--- config.mk ---
export PLATFORM = sky130hd
export DESIGN_NAME = config_command_byte_parser_flat
export DESIGN_NICKNAME = d
export VERILOG_FILES = /design/src/rtl/core/cfgp_pkg.sv /design/src/rtl/core/cfgp_stream_if.sv /design/src/rtl/core/cfgp_core.sv /design/src/rtl/core/config_command_byte_parser.sv /design/src/flat_wrapper.sv
export SDC_FILE = /design/constraint.sdc
export NUM_CORES = 1
export LEC_CHECK = 0
export BUFFER_PORTS_ARGS = -buffer_cell sky130_fd_sc_hd__buf_2
export CORE_MARGIN = 10
export CORE_UTILIZATION = 43
export DETAILED_ROUTE_END_ITERATION = 8
export PLACE_DENSITY = 0.58
export SYNTH_ARGS = -nofsm -noshare
export SYNTH_HDL_FRONTEND = slang
export SYNTH_HIERARCHICAL = 1
export SYNTH_SLANG_ARGS = --single-unit
--- constraint.sdc ---
create_clock -name clk -period 14.62 [get_ports clk]
set_input_delay 0.731 -clock clk [delete_from_list [all_inputs] [get_ports clk]]
set_output_delay 0.731 -clock clk [all_outputs]
set_load 0.02 [all_outputs]
--- src/rtl/core/cfgp_pkg.sv ---
// shared types and constants for the configuration command byte parser
// depends on nothing; used by every file of the block but cfgp_stream_if
package cfgp_pkg;

	localparam int unsigned MAX_ADDR_BITS = 64;
	localparam int unsigned ADDR_W        = 64;
	localparam int unsigned LEN_W         = 7;
	localparam int unsigned TAKEN_W       = 3;

	typedef enum logic [1:0] {
		REPLY_OK      = 2'd0,
		REPLY_BAD_CMD = 2'd1,
		REPLY_BAD_ARG = 2'd2
	} reply_code_t;

	typedef enum logic [1:0] {
		CMD_SET_LEN  = 2'd0,
		CMD_SET_ADDR = 2'd1,
		CMD_SET_RATE = 2'd2
	} cmd_t;

	localparam logic [7:0] CMD_LAST = 8'(CMD_SET_RATE);

	typedef struct packed {
		logic [7:0] rx_byte;
	} rx_item_t;

	typedef struct packed {
		logic [1:0]        reply_code;
		logic              clock_reinit;
		logic [ADDR_W-1:0] wake_address;
		logic [LEN_W-1:0]  address_bits;
		logic [7:0]        bit_rate_setting;
	} reply_item_t;

	typedef struct packed {
		logic        valid;
		reply_item_t item;
	} step_result_t;

endpackage

--- src/rtl/core/cfgp_stream_if.sv ---
// valid/ready stream channel with a typed payload
// payload types come from cfgp_pkg
interface cfgp_stream_if #(
	parameter type T = logic
);
	logic valid;
	logic ready;
	T     data;

	modport source (output valid, output data, input ready);
	modport sink   (input valid, input data, output ready);
endinterface

--- src/rtl/core/cfgp_core.sv ---
// parser state and the single-pass step logic for one byte
// depends on cfgp_pkg
module cfgp_core (
	input  logic                  clk,
	input  logic                  arst_n,
	input  logic                  fire,
	input  cfgp_pkg::rx_item_t    in_item,
	output cfgp_pkg::step_result_t result
);
	import cfgp_pkg::*;

	logic               arg_mode_q, arg_mode_n;
	cmd_t               pending_q, pending_n;
	logic [TAKEN_W-1:0] taken_q, taken_n;
	logic [ADDR_W-1:0]  addr_q, addr_n;
	logic [LEN_W-1:0]   len_q, len_n;
	logic [7:0]         rate_q, rate_n;

	logic [7:0]         c;
	logic [TAKEN_W:0]   taken_p1;
	logic [LEN_W-1:0]   len_m1;
	logic [TAKEN_W:0]   needed;
	logic               emit;
	reply_code_t        code;
	logic               reinit;

	assign c        = in_item.rx_byte;
	assign taken_p1 = {1'b0, taken_q} + {{TAKEN_W{1'b0}}, 1'b1};
	assign len_m1   = len_q - LEN_W'(1);
	assign needed   = (len_q == '0) ? (TAKEN_W+1)'(1)
	                : {1'b0, len_m1[5:3]} + (TAKEN_W+1)'(1);

	always_comb begin
		arg_mode_n = arg_mode_q;
		pending_n  = pending_q;
		taken_n    = taken_q;
		addr_n     = addr_q;
		len_n      = len_q;
		rate_n     = rate_q;
		emit       = 1'b0;
		code       = REPLY_OK;
		reinit     = 1'b0;
		if (!arg_mode_q) begin
			if (c > CMD_LAST) begin
				emit = 1'b1;
				code = REPLY_BAD_CMD;
			end else begin
				pending_n  = cmd_t'(c[1:0]);
				arg_mode_n = 1'b1;
			end
		end else begin
			case (pending_q)
				CMD_SET_LEN: begin
					arg_mode_n = 1'b0;
					emit       = 1'b1;
					if (c > 8'(MAX_ADDR_BITS)) begin
						code = REPLY_BAD_ARG;
					end else begin
						len_n = c[LEN_W-1:0];
					end
				end
				CMD_SET_ADDR: begin
					if (taken_q == '0 && len_q == '0) begin
						addr_n     = '0;
						arg_mode_n = 1'b0;
						emit       = 1'b1;
						code       = REPLY_BAD_ARG;
					end else begin
						if (taken_q == '0) begin
							addr_n = {{(ADDR_W-8){1'b0}}, c};
						end else begin
							addr_n = {addr_q[ADDR_W-9:0], c};
						end
						if (taken_p1 == needed) begin
							taken_n    = '0;
							arg_mode_n = 1'b0;
							emit       = 1'b1;
						end else begin
							taken_n = taken_p1[TAKEN_W-1:0];
						end
					end
				end
				CMD_SET_RATE: begin
					rate_n     = c;
					arg_mode_n = 1'b0;
					emit       = 1'b1;
					reinit     = 1'b1;
				end
				default: begin
					// unreachable pending code: byte ignored
				end
			endcase
		end
	end

	always_ff @(posedge clk or negedge arst_n) begin
		if (!arst_n) begin
			arg_mode_q <= 1'b0;
			pending_q  <= CMD_SET_LEN;
			taken_q    <= '0;
			addr_q     <= '0;
			len_q      <= '0;
			rate_q     <= '0;
		end else if (fire) begin
			arg_mode_q <= arg_mode_n;
			pending_q  <= pending_n;
			taken_q    <= taken_n;
			addr_q     <= addr_n;
			len_q      <= len_n;
			rate_q     <= rate_n;
		end
	end

	assign result.valid                 = emit;
	assign result.item.reply_code       = code;
	assign result.item.clock_reinit     = reinit;
	assign result.item.wake_address     = addr_n;
	assign result.item.address_bits     = len_n;
	assign result.item.bit_rate_setting = rate_n;

endmodule

--- src/rtl/core/config_command_byte_parser.sv ---
// top level: input register, parser core and reply register
// depends on cfgp_pkg, cfgp_stream_if and cfgp_core
//
//  channel | dir | payload                                              | transfer when
//  rx      | in  | rx_byte[7:0]                                         | rx.valid && rx.ready
//  reply   | out | reply_code, clock_reinit, wake_address, address_bits, | reply.valid &&
//          |     | bit_rate_setting                                     | reply.ready
//
// one byte per cycle unless a reply stalls; each reply comes from the registered core result
// the core updates its state in the cycle the byte leaves the input register
// arst_n clears the stage valids and all parser state
// a stalled reply holds the input register; rx stays ready while that stage is free
module config_command_byte_parser (
	input  logic          clk,
	input  logic          arst_n,
	cfgp_stream_if.sink   rx,
	cfgp_stream_if.source reply
);
	import cfgp_pkg::*;

	logic         valid_s1;
	rx_item_t     data_s1;
	logic         adv;
	step_result_t res;
	logic         out_valid_q;
	reply_item_t  out_data_q;

	assign adv      = valid_s1 && (!out_valid_q || reply.ready);
	assign rx.ready = !valid_s1 || adv;

	always_ff @(posedge clk or negedge arst_n) begin
		if (!arst_n) begin
			valid_s1 <= 1'b0;
		end else if (rx.ready) begin
			valid_s1 <= rx.valid;
		end
	end

	always_ff @(posedge clk) begin
		if (rx.ready && rx.valid) begin
			data_s1 <= rx.data;
		end
	end

	cfgp_core u_core (
		.clk     (clk),
		.arst_n  (arst_n),
		.fire    (adv),
		.in_item (data_s1),
		.result  (res)
	);

	always_ff @(posedge clk or negedge arst_n) begin
		if (!arst_n) begin
			out_valid_q <= 1'b0;
		end else if (adv) begin
			out_valid_q <= res.valid;
		end else if (reply.ready) begin
			out_valid_q <= 1'b0;
		end
	end

	always_ff @(posedge clk) begin
		if (adv && res.valid) begin
			out_data_q <= res.item;
		end
	end

	assign reply.valid = out_valid_q;
	assign reply.data  = out_data_q;

endmodule

--- src/flat_wrapper.sv ---
// flat-port wrapper written by rule: the top's interface ports become plain ports
module config_command_byte_parser_flat import cfgp_pkg::*;
  (clk, arst_n, rx_valid, rx_data, rx_ready, reply_valid, reply_data, reply_ready);
  cfgp_stream_if #(.T(rx_item_t)) rx_i ();
  cfgp_stream_if #(.T(reply_item_t)) reply_i ();
  input  logic clk;
  input  logic arst_n;
  input wire logic [$bits(rx_i.valid)-1:0] rx_valid;
  input wire logic [$bits(rx_i.data)-1:0] rx_data;
  output wire logic [$bits(rx_i.ready)-1:0] rx_ready;
  output wire logic [$bits(reply_i.valid)-1:0] reply_valid;
  output wire logic [$bits(reply_i.data)-1:0] reply_data;
  input wire logic [$bits(reply_i.ready)-1:0] reply_ready;
  assign rx_i.valid = rx_valid;
  assign rx_i.data = rx_data;
  assign rx_ready = rx_i.ready;
  assign reply_valid = reply_i.valid;
  assign reply_data = reply_i.data;
  assign reply_i.ready = reply_ready;
  config_command_byte_parser u_core (.clk(clk), .arst_n(arst_n), .rx(rx_i), .reply(reply_i));
endmodule
==> metrics.md, run 1 <==
| Metric | Value |
|---|---|
| CTS sink cnt | 177 |
| Clk network pwr share | 33.2% |
| Crit path from | u_core/u_core/len_q[3] |
| CTS Hold Bufs | 0 |
| Max_cap viols | 0 |
| Area grow syn2layout | 16.3% |
| Number of flops mapped to enable cells by yosys | 90 |
| RR Startpoint | u_core/u_core/len_q[3] |
| Critical Path RT | 14.67 ns |
| Min Clock Period, post-route | 4.57 ns |
| Synth Warn # | 6 |
| Largest net degree at the start of global routing | 131 |
| Simple-gate share of the synthesized area | 15.6% |
| Post-route ant nets | 0 |
| Initial antenna violation count | 0 |
| Hold_ws | 0.150 ns |
| Share of cells above drive strength 1 | 21.6% |
| TNS Setup | 0 ns |
| Async S/R FF share, synth | 49.2% |
| Wirelength, routed | 15.3 mm |
| RSZ-0062 raised after global routing | no |
| 1st-pass router iterations | 4 |
| DR vias | 4926 |
| Cell count after synthesis | 668 |
| N_diodes | 0 |
| Chip width | 150 um |
| CTS tree | built |
| I/O pin total | 96 |
| Setup CP Type | reg -> reg |
| Flops & latches, synth | 177 |
| Clk_skew | 0.00738 ns |
| Die height | 150 um |
| Peak supply drop | 90.8 uV |
| Critical Path AT | 4.62 ns |
| DR WL/cell | 15.6 um |
| Largest family of logic cells by synthesized area | simple AND/OR/NAND/NOR gates |
| R2r worst-path depth | 11 |
| Worst skew pair latency | 0.42 ns |
| Post-DP HPWL | 10.3 mm |
| Relative slew margins | 24.7% |
| GP Congestion | 0.839 |
| Slew Viols, Final | 0 |
| Residual DRC | 0 |
| Net load switching power | 388 uW |
| Die area | 22600 um2 |
| Period utilisation layout | 31.2% |
| Iteration-0 DRC Markers | 365 |
| Synthesized area | 7320 um2 |
| Vias in the first global route | 4827 |
| Total GRT Usage | 13.9% |
| IO buf count | 95 |
| CP max FO | 51 |
| H-tree depth | 4 |
| Part of the power in registers | 47.6% |
| Actual slew at the worst max-slew pin | 1.13 ns |
| # rows | 47 |
| Nets | 758 |
| P_int | 945 uW |
| Gate power share | 19.2% |
| CP startpoint kind | flip-flop |
| Layout filler cell count | 1513 |
| Reg-to-reg setup timing slack | 10.05 ns |
| Post-synthesis cell type count | 48 |
| Switching share of power | 29.1% |
| Pwr/cell area | 157 nW/um2 |
| Status | complete, no violations |
| Post-CTS sizing | 0 |
| Reg clk slew, reported paths | 0.06 ns |
| Mux share of post-synthesis cell area | 3.69% |
| Most used DFF post-synth | edfxtp_1 |
| Synth Area in Adders | 0.513% |
| HP Class | in -> async |
| Total nets after synthesis | 683 |
| CTS buffer count | 17 |
| Max Buffers Root-to-Sink | 2 |
| Compound-gate portion of the synthesized area | 10.4% |
| CORE AREA | 16600 um2 |
| Worst reg2reg path endpoint | u_core/reply.data[64] |
| Final hold vios | 0 |
| Initial core utilization | 44.0% |
| CP endpoint kind | flip-flop |
| Final-report setup violation count | 0 |
| Sequential share of the synthesized area | 66.7% |
| Post-Synthesis Mean Instance Area | 11.0 um2 |
| Clk root buf | clkbuf_16 |
| Number of setup buffers added after CTS | 0 |
| DR vias/cell | 5.05 |
| Max Clock Freq | 219 MHz |
| Global-route wire length before repair | 24.8 mm |
| Post-Synth XOR/XNOR Area | 0.479% |
| Total gr overflow | 0 |
| Leak | 0.00340 uW |
[metrics by stage]
step                std cells  utilization (%)  setup WS (ns)  power (uW)  cell area, um2
CTS                       976             51.1          10.01        1350            8510
finish                    976             51.1          10.05        1330            8510
global route              976             51.1           9.66        1400            8510
global placement          944             47.6          10.20         890            7930
detailed placement        944             47.6          10.04         900            7930
floorplan                 668                -           7.86         829            7320
[worst max-delay path, stage by stage (launching register included)]
cell      delay [ns]
dfrtp_1         0.42
or4_1           0.63
xnor2_1         0.17
ha_1            0.34
xnor2_1         0.17
nand2_1         0.07
o311ai_0        0.40
and4_4          0.32
o211a_1         0.16
nand2_1         0.09
nor2b_4         0.72
buf_4           0.67
[cell families (layout without fill, tap and decap cells)]
| family | after synthesis | in the layout |
|---|---|---|
| DFF | 177 | 177 |
| muxes | 24 | 24 |
| and+or+nand+nor | 269 | 269 |
| adders and majority gates | 3 | 3 |
| AOI/OAI and AO/OA | 144 | 144 |
| xor gates and xnor gates | 4 | 4 |
| buffers and inverters | 47 | 135 |
[final cells by class]
type / count / area (um2) / area share (%)
flip-flops and latches: 177 / 4880 / 57.3
repair buffers: 98 / 500 / 5.88
clock buffers: 17 / 425 / 5.00
well taps: 220 / 275 / 3.23
inverters: 5 / 18.8 / 0.221
clock inverters: 15 / 156 / 1.84
multi-input cells: 444 / 2250 / 26.5
[cell usage after synthesis (2+ instances only)]
cell      number  area share, %
buf_4          3           0.31
ha_1           3           0.51
nand3b_1       3           0.31
nor3_1         3           0.21
nand2b_1       5           0.43
o21ai_0      132            9.0
inv_1          4           0.21
o22ai_1        3           0.26
xnor2_1        3           0.36
nor4_1         2           0.17
clkbuf_1      33            1.7
mux2_2        24            3.7
nand3_1        3           0.21
buf_1          2           0.10
nor2_1        29            1.5
or3_1          2           0.17
nand2_1      203             10
edfxtp_1      90             37
dfrtp_1       87             30
buf_2          2           0.14
and2_1         3           0.26
or4_1          2           0.21
o21a_1         2           0.21
[state kept, by name, indices dropped and copies added, names as in the netlist]
signal,count
u_core/reply.data,82
u_core/u_core/addr_q,64
u_core/data_s1,8
u_core/u_core/rate_q,8
u_core/u_core/len_q,7
u_core/u_core/taken_q,3
u_core/u_core/pending_q,2
u_core/reply.valid,1
u_core/u_core/arg_mode_q,1
u_core/valid_s1,1
[per-layer routing]
metal	vias up	GRT usage (%)	routed length [um]	part of all wire [%]
li1	2445	-	-	-
met1	2327	17.6	6910	45
met2	126	21.6	7130	47
met4	0	6.17	334	2.2
met3	28	3.90	898	5.9
met5	-	0	0	0
[power groups by stage]
stage	clock network (uW)	logic (uW)	registers, uW
floorplan	0	150	679
CTS	456	259	634
global route	477	285	642
detailed placement	0	257	643
finish	443	256	634
global placement	0	250	640
[how the worst max path moves through the flow]
stage,depth (start not counted),end
after CTS,11,u_core/reply.data[45]
after detailed placement,11,u_core/reply.data[64]
after global placement,11,u_core/reply.data[63]
final,11,u_core/reply.data[64]
after floorplan,12,u_core/reply.data[0]
after global routing,11,u_core/reply.data[45]
[placed cells by master, fill, tap and decap left out, drive strengths merged, types with 4 or more instances in the layout]
cell type / Yosys / layout
mux2: 24 / 24
edfxtp: 90 / 90
nand2b: 5 / 5
dfrtp: 87 / 87
clkbuf: 34 / 17
nor2: 29 / 29
nand3b: 4 / 4
nand2: 204 / 204
o21ai: 132 / 132
clkinv: 1 / 8
inv: 4 / 9
buf: 8 / 98
and2: 4 / 4
Note: power is estimated with default switching activity, not from simulation.
==> run 2, diff against run 1 <==
--- a/config.mk
+++ b/config.mk
@@ -5,6 +5,7 @@
 export SDC_FILE = /design/constraint.sdc
 export NUM_CORES = 1
 export LEC_CHECK = 0
+export ABC_AREA = 1
 export BUFFER_PORTS_ARGS = -buffer_cell sky130_fd_sc_hd__buf_2
 export CORE_MARGIN = 10
 export CORE_UTILIZATION = 43
==> constraint.sdc (replaced) <==
create_clock -name clk -period 4.6 [get_ports clk]
set_input_delay 0.23 -clock clk [delete_from_list [all_inputs] [get_ports clk]]
set_output_delay 0.23 -clock clk [all_outputs]
set_load 0.02 [all_outputs]
==> metrics.md, run 2 <==
| Metric | Value |
|---|---|
| Status | complete, no violations |
| GP Congestion | 0.901 |
| Total nets after synthesis | 706 |
| CTS buffer count | 17 |
| Critical Path RT | 4.68 ns |
| Max Buffers Root-to-Sink | 2 |
| Met3 Usage GRT | 4.59% |
| DR vias | 5073 |
| Placed insts | 974 |
| Slowest-stage cell, CP | dfrtp_1 |
| Critical Path AT | 3.03 ns |
| Number of flops mapped to enable cells by yosys | 90 |
| TNS Setup | 0 ns |
| CORE AREA | 16600 um2 |
| # rows | 47 |
| Commonest cells post-synth | 216 x nand2_1, 97 x o21ai_0, 90 x edfxtp_1 |
| Sequential share of the synthesized area | 66.8% |
| Synth area leaders | edfxtp_1 37%, dfrtp_1 30%, nand2_1 11% |
| Cell count after synthesis | 691 |
| Initial core utilization | 43.9% |
| Total gr overflow | 0 |
| Min Clock Period, post-route | 2.96 ns |
| Largest area contributor in the netlist | edfxtp_1 |
| N_diodes | 0 |
| Max FFs per register | 82 |
| Initial antenna violation count | 0 |
| Critical path cell sequence | nor2_1, nand2_1, nand2_1, nand2_1, ha_1, a21oi_1, nand3_1, nand2_1, nand2_1, nand2_1, nand3_1, nand3_1, nand3_1, o21ai_1, inv_1, nor2_4, buf_12 |
| Most used DFF post-synth | edfxtp_1 |
| Max_cap viols | 0 |
| HP Class | in -> reg |
| Die height | 150 um |
| Top cell type's share of synthesized area | 37.0% |
| CP max FO | 81 |
| M2 GR Usage | 22.8% |
| Setup CP Type | reg -> reg |
| 1st-pass router iterations | 6 |
| Reg clk slew, reported paths | 0.07 ns |
| Pwr/cell area | 422 nW/um2 |
| Actual slew at the worst max-slew pin | 0.987 ns |
| Vias in the first global route | 4906 |
| Most common cell after layout, fill and taps aside | nand2_1 |
| Post-DP HPWL | 10.6 mm |
| I/O pin total | 96 |
| Peak supply drop | 249 uV |
| RSZ-0062 raised after global routing | no |
| Area grow syn2layout | 18.2% |
| Residual DRC | 0 |
| Final-report setup violation count | 0 |
| Max Clock Freq | 338 MHz |
| Reg-to-reg setup timing slack | 1.64 ns |
| Grt met1 use | 18.3% |
| Post-synthesis cell type count | 29 |
| Post-Synthesis Mean Instance Area | 10.6 um2 |
| Iteration-0 DRC Markers | 498 |
| Clk root buf | clkbuf_16 |
| Fin cells | 1016 |
| Largest net degree at the start of global routing | 114 |
| Flops & latches, synth | 177 |
| Worst skew pair latency | 0.43 ns |
| Post-route ant nets | 0 |
| Relative slew margins | 34.2% |
| DR vias/cell | 4.99 |
| Total GRT Usage | 14.4% |
| Period utilisation layout | 64.2% |
| Leak | 0.00362 uW |
| Clk_skew | 0.00797 ns |
| Commonest cells after routing, fill and taps aside | 215 x nand2_1, 97 x o21ai_0, 94 x buf_2 |
| Global-route wire length before repair | 25.6 mm |
| Die area | 22600 um2 |
| Async S/R FF share, synth | 49.2% |
| Share of cells above drive strength 1 | 21.5% |
| Crit path largest cell delay | 0.41 ns |
| Most common cell on crit path | nand2_1 |
| H-tree depth | 4 |
| DR WL/cell | 15.5 um |
| CTS sink cnt | 177 |
| Nets | 798 |
| IO buf count | 95 |
| Top-count cell post-synth | nand2_1 |
| Final hold vios | 0 |
| Chip width | 150 um |
| Busiest metal layer after global routing | met2 |
| CP endpoint kind | flip-flop |
| CP startpoint kind | flip-flop |
| Synth Warn # | 6 |
| CTS tree | built |
| Wirelength, routed | 15.7 mm |
| Slew Viols, Final | 0 |
| Synthesized area | 7310 um2 |
## run 2: cell types whose count changed in the layout (fill, tap and decap cells not counted), moves of 16 or more
cell / delta
o21ai_1: +41
o21ai_0: -35
inv_1: +28
mux2_2: -16
nand3_1: +16
nor2_1: -16
## run 2: through the flow
step | setup slack (ns) | total power, uW | instance area, um2 | util, % | hold WS [ns]
finish | 1.64 | 3640 | 8640 | 51.9 | 0.0837
floorplan | 0.254 | 2130 | 7310 | - | -0.0656
global route | 1.28 | 3810 | 8640 | 51.9 | 0.0962
CTS | 1.66 | 3690 | 8640 | 51.9 | 0.0712
global placement | 1.80 | 2250 | 7960 | 47.8 | 0.184
detailed placement | 1.69 | 2260 | 7960 | 47.8 | 0.191
## run 2: final timing paths
check,from,to,depth (start not counted)
max reg2reg,u_core/u_core/len_q[2],u_core/reply.data[40],17
min in group asynchronous,arst_n,u_core/u_core/rate_q[3],2
max,u_core/u_core/len_q[2],u_core/reply.data[40],17
min reg2reg,u_core/u_core/addr_q[59],u_core/u_core/addr_q[59],2
max in group asynchronous,arst_n,u_core/u_core/addr_q[29],3
min,reply_ready,u_core/valid_s1,4
## run 2: final cells by class
type                       count  area, um2
inverter                      39        146
tap                          220        275
multi-input combinational    438       2130
fill                        1523       8000
clock inverter                15        156
sequential                   177       4880
clock buffer                  17        425
timing repair buffer         110        628
## run 2: kinds of logic (layout without fill, tap and decap cells)
logic type	after synthesis	after routing	synth area share (%)
AND/OR/NAND/NOR	264	264	14.6
buffers and inverters	76	181	4.30
adder cells (fa/ha/maj)	3	3	0.514
AO/OA/AOI/OAI	158	158	11.6
multiplexers	12	12	2.05
flip-flops	177	177	66.8
XOR/XNOR	1	1	0.120
## run 2: critical path, delay by kind of cell (launching register included)
family | cells | cell delay, ns
DFF | 1 | 0.41
buffers and inverters | 2 | 0.45
and+or+nand+nor | 12 | 1.23
AOI/OAI and AO/OA | 2 | 0.22
adders and majority gates | 1 | 0.23
## run 2: power by group
part           internal [uW]  switching (uW)
sequential              1760            40.7
clock                    803             604
combinational            141             292
## run 2: repair_timing
item,CTS,global route
hold buffers,10,0
endpoints found under the hold margin,38,0
buffers inserted,0,0
endpoints found under the setup margin,0,0
gates resized for setup,0,0
## run 2: metal layers
layer	wire, um	up-vias	share of wire [%]
met5	0	-	0
met4	286	0	1.8
met3	972	27	6.2
met2	7470	144	47
met1	7000	2383	45
li1	-	2519	-
==> run 3, diff against run 2 <==
--- a/config.mk
+++ b/config.mk
@@ -5,12 +5,12 @@
 export SDC_FILE = /design/constraint.sdc
 export NUM_CORES = 1
 export LEC_CHECK = 0
-export ABC_AREA = 1
+export ABC_AREA = 0
 export BUFFER_PORTS_ARGS = -buffer_cell sky130_fd_sc_hd__buf_2
 export CORE_MARGIN = 10
 export CORE_UTILIZATION = 43
 export DETAILED_ROUTE_END_ITERATION = 8
-export PLACE_DENSITY = 0.58
+export PLACE_DENSITY = 0.61
 export SYNTH_ARGS = -nofsm -noshare
 export SYNTH_HDL_FRONTEND = slang
 export SYNTH_HIERARCHICAL = 1
==> constraint.sdc (replaced) <==
create_clock -name clk -period 2.7 [get_ports clk]
set_input_delay 0.135 -clock clk [delete_from_list [all_inputs] [get_ports clk]]
set_output_delay 0.135 -clock clk [all_outputs]
set_load 0.02 [all_outputs]
==> metrics.md, run 3 (synthesis gave the netlist of run 1 again) <==
| Metric | Value |
|---|---|
| Die height | 150 um |
| Peak supply drop | 517 uV |
| Nets | 804 |
| Layout filler cell count | 1435 |
| Total gr overflow | 0 |
| Total GRT Usage | 15.1% |
| Max_cap viols | 0 |
| GP Congestion | 0.839 |
| Fin cells | 1022 |
| Worst skew pair latency | 0.43 ns |
| R2r worst-path depth | 12 |
| Reg clk slew, reported paths | 0.07 ns |
| Area grow syn2layout | 25.6% |
| Share of cells above drive strength 1 | 25.8% |
| Setup CP Type | reg -> reg |
| I/O pin total | 96 |
| HP Class | in -> reg |
| Max Clock Freq | 312 MHz |
| CP max FO | 17 |
| Die area | 22600 um2 |
| Hold wc startpoint | reply_ready |
| Clk_skew | 0.0104 ns |
| Commonest cells after routing, fill and taps aside | 202 x nand2_1, 131 x o21ai_0, 94 x buf_2 |
| Critical Path AT | 3.34 ns |
| Post-DP HPWL | 10.7 mm |
| Period utilisation layout | 119% |
| Final hold vios | 0 |
| 1st-pass router iterations | 4 |
| CTS sink cnt | 177 |
| Placed insts | 972 |
| Post-route ant nets | 0 |
| CP endpoint kind | flip-flop |
| Actual slew at the worst max-slew pin | 0.711 ns |
| RSZ-0062 raised after global routing | yes |
| Status | complete, but fails checks |
| Initial antenna violation count | 0 |
| TNS Setup | -39.29 ns |
| CP startpoint kind | flip-flop |
| Final instance area | 9190 um2 |
| Post-DP Area | 8220 um2 |
| Clk root buf | clkbuf_16 |
| Residual DRC | 0 |
| Most common cell after layout, fill and taps aside | nand2_1 |
| Max Buffers Root-to-Sink | 2 |
| Leak | 0.00370 uW |
| Relative slew margins | 52.6% |
| Violated checks | setup timing |
| DR WL/cell | 16.2 um |
| RR Startpoint | u_core/u_core/len_q[2] |
| CTS tree | built |
| Min Clock Period, post-route | 3.20 ns |
| Iteration-0 DRC Markers | 443 |
| H-tree depth | 4 |
| Slew Viols, Final | 0 |
| Crit path from | u_core/u_core/len_q[2] |
| Pwr/cell area | 855 nW/um2 |
| Worst reg2reg path endpoint | u_core/reply.data[71] |
| Reg-to-reg setup timing slack | -0.50 ns |
| Vias in the first global route | 5210 |
| DR vias | 5140 |
| N_diodes | 0 |
| Final-report setup violation count | 83 |
| CORE AREA | 16600 um2 |
| Largest net degree at the start of global routing | 131 |
| DR vias/cell | 5.03 |
| Wirelength, routed | 16.6 mm |
| # rows | 47 |
| IO buf count | 95 |
| Critical Path RT | 2.83 ns |
| CTS buffer count | 17 |
| Global-route wire length before repair | 26.9 mm |
| Max FFs per register | 82 |
| Chip width | 150 um |
| Final Total Pwr | 7850 uW |
| Critical path destination | u_core/reply.data[71] |
| Initial core utilization | 44.0% |
| Hold_ws | 0.0212 ns |
| Setup WS post-layout | -0.502 ns |
## run 3: cell count changes in the layout (fill, tap and decap cells not counted), moves of 16 or more
cell and delta:
buf_4 +22, inv_1 -28, mux2_2 +16, nand3_1 -16
o21ai_0 +34, o21ai_1 -40
## run 3: critical path, cell delays in order (launching register included)
cell      delay (ns)
dfrtp_1         0.38
or4_4           0.59
xnor2_4         0.17
ha_4            0.29
xnor2_2         0.10
nand2_1         0.09
o311ai_2        0.24
and4_4          0.26
o211a_1         0.20
nand2_4         0.06
nor2b_4         0.17
buf_12          0.18
buf_12          0.16
## run 3: worst min path at each step
stage | to | depth (start not counted)
floorplan | u_core/reply.valid | 0
global placement | u_core/u_core/addr_q[6] | 1
detailed placement | u_core/u_core/addr_q[5] | 1
CTS | u_core/valid_s1 | 3
global route | u_core/valid_s1 | 3
finish | u_core/valid_s1 | 3
## run 3: per-stage QoR
| step | worst slack (ns) | utilization (%) |
|---|---|---|
| final | -0.502 | 55.2 |
| after global routing | -0.569 | 55.2 |
| after CTS | -0.450 | 54.9 |
| after detailed placement | -0.591 | 49.4 |
| after global placement | -0.516 | 49.4 |
| after floorplan | -1.47 | - |
## run 3: report_power, final
part	internal, uW	total (uW)	leakage (uW)	switching, uW
logic	888	1950	0.00140	1070
clock network	1460	2470	0.000274	1020
registers	3230	3430	0.00203	193
## run 3: final cells by class
cell class	instances	area [um2]	share of cell area [%]
sequential	177	4880	53.1
clock buffer	19	433	4.71
tap	220	275	3.00
multi-input combinational	444	2360	25.6
inverter	5	18.8	0.204
clock inverter	13	160	1.74
timing repair buffer	144	1070	11.6
## run 3: metal layers
metal  track usage (%)  routed length [um]  part of all wire, %  up-vias
met5                 0                   0                    0        -
met4              5.64                 243                  1.5        0
met3              4.92                 993                  6.0       17
met2              24.2                7960                   48      130
met1              18.7                7380                   45     2456
li1                  -                   -                    -     2537
## run 3: what timing repair did
action / CTS / global route
endpoints found under the hold margin: 57 / 0
setup endpoints to repair: 83 / 83
hold buffers: 10 / 0
pin swaps: 10 / 2
gates resized for setup: 17 / 6
cloned: 4 / 1
setup buffers: 4 / 0
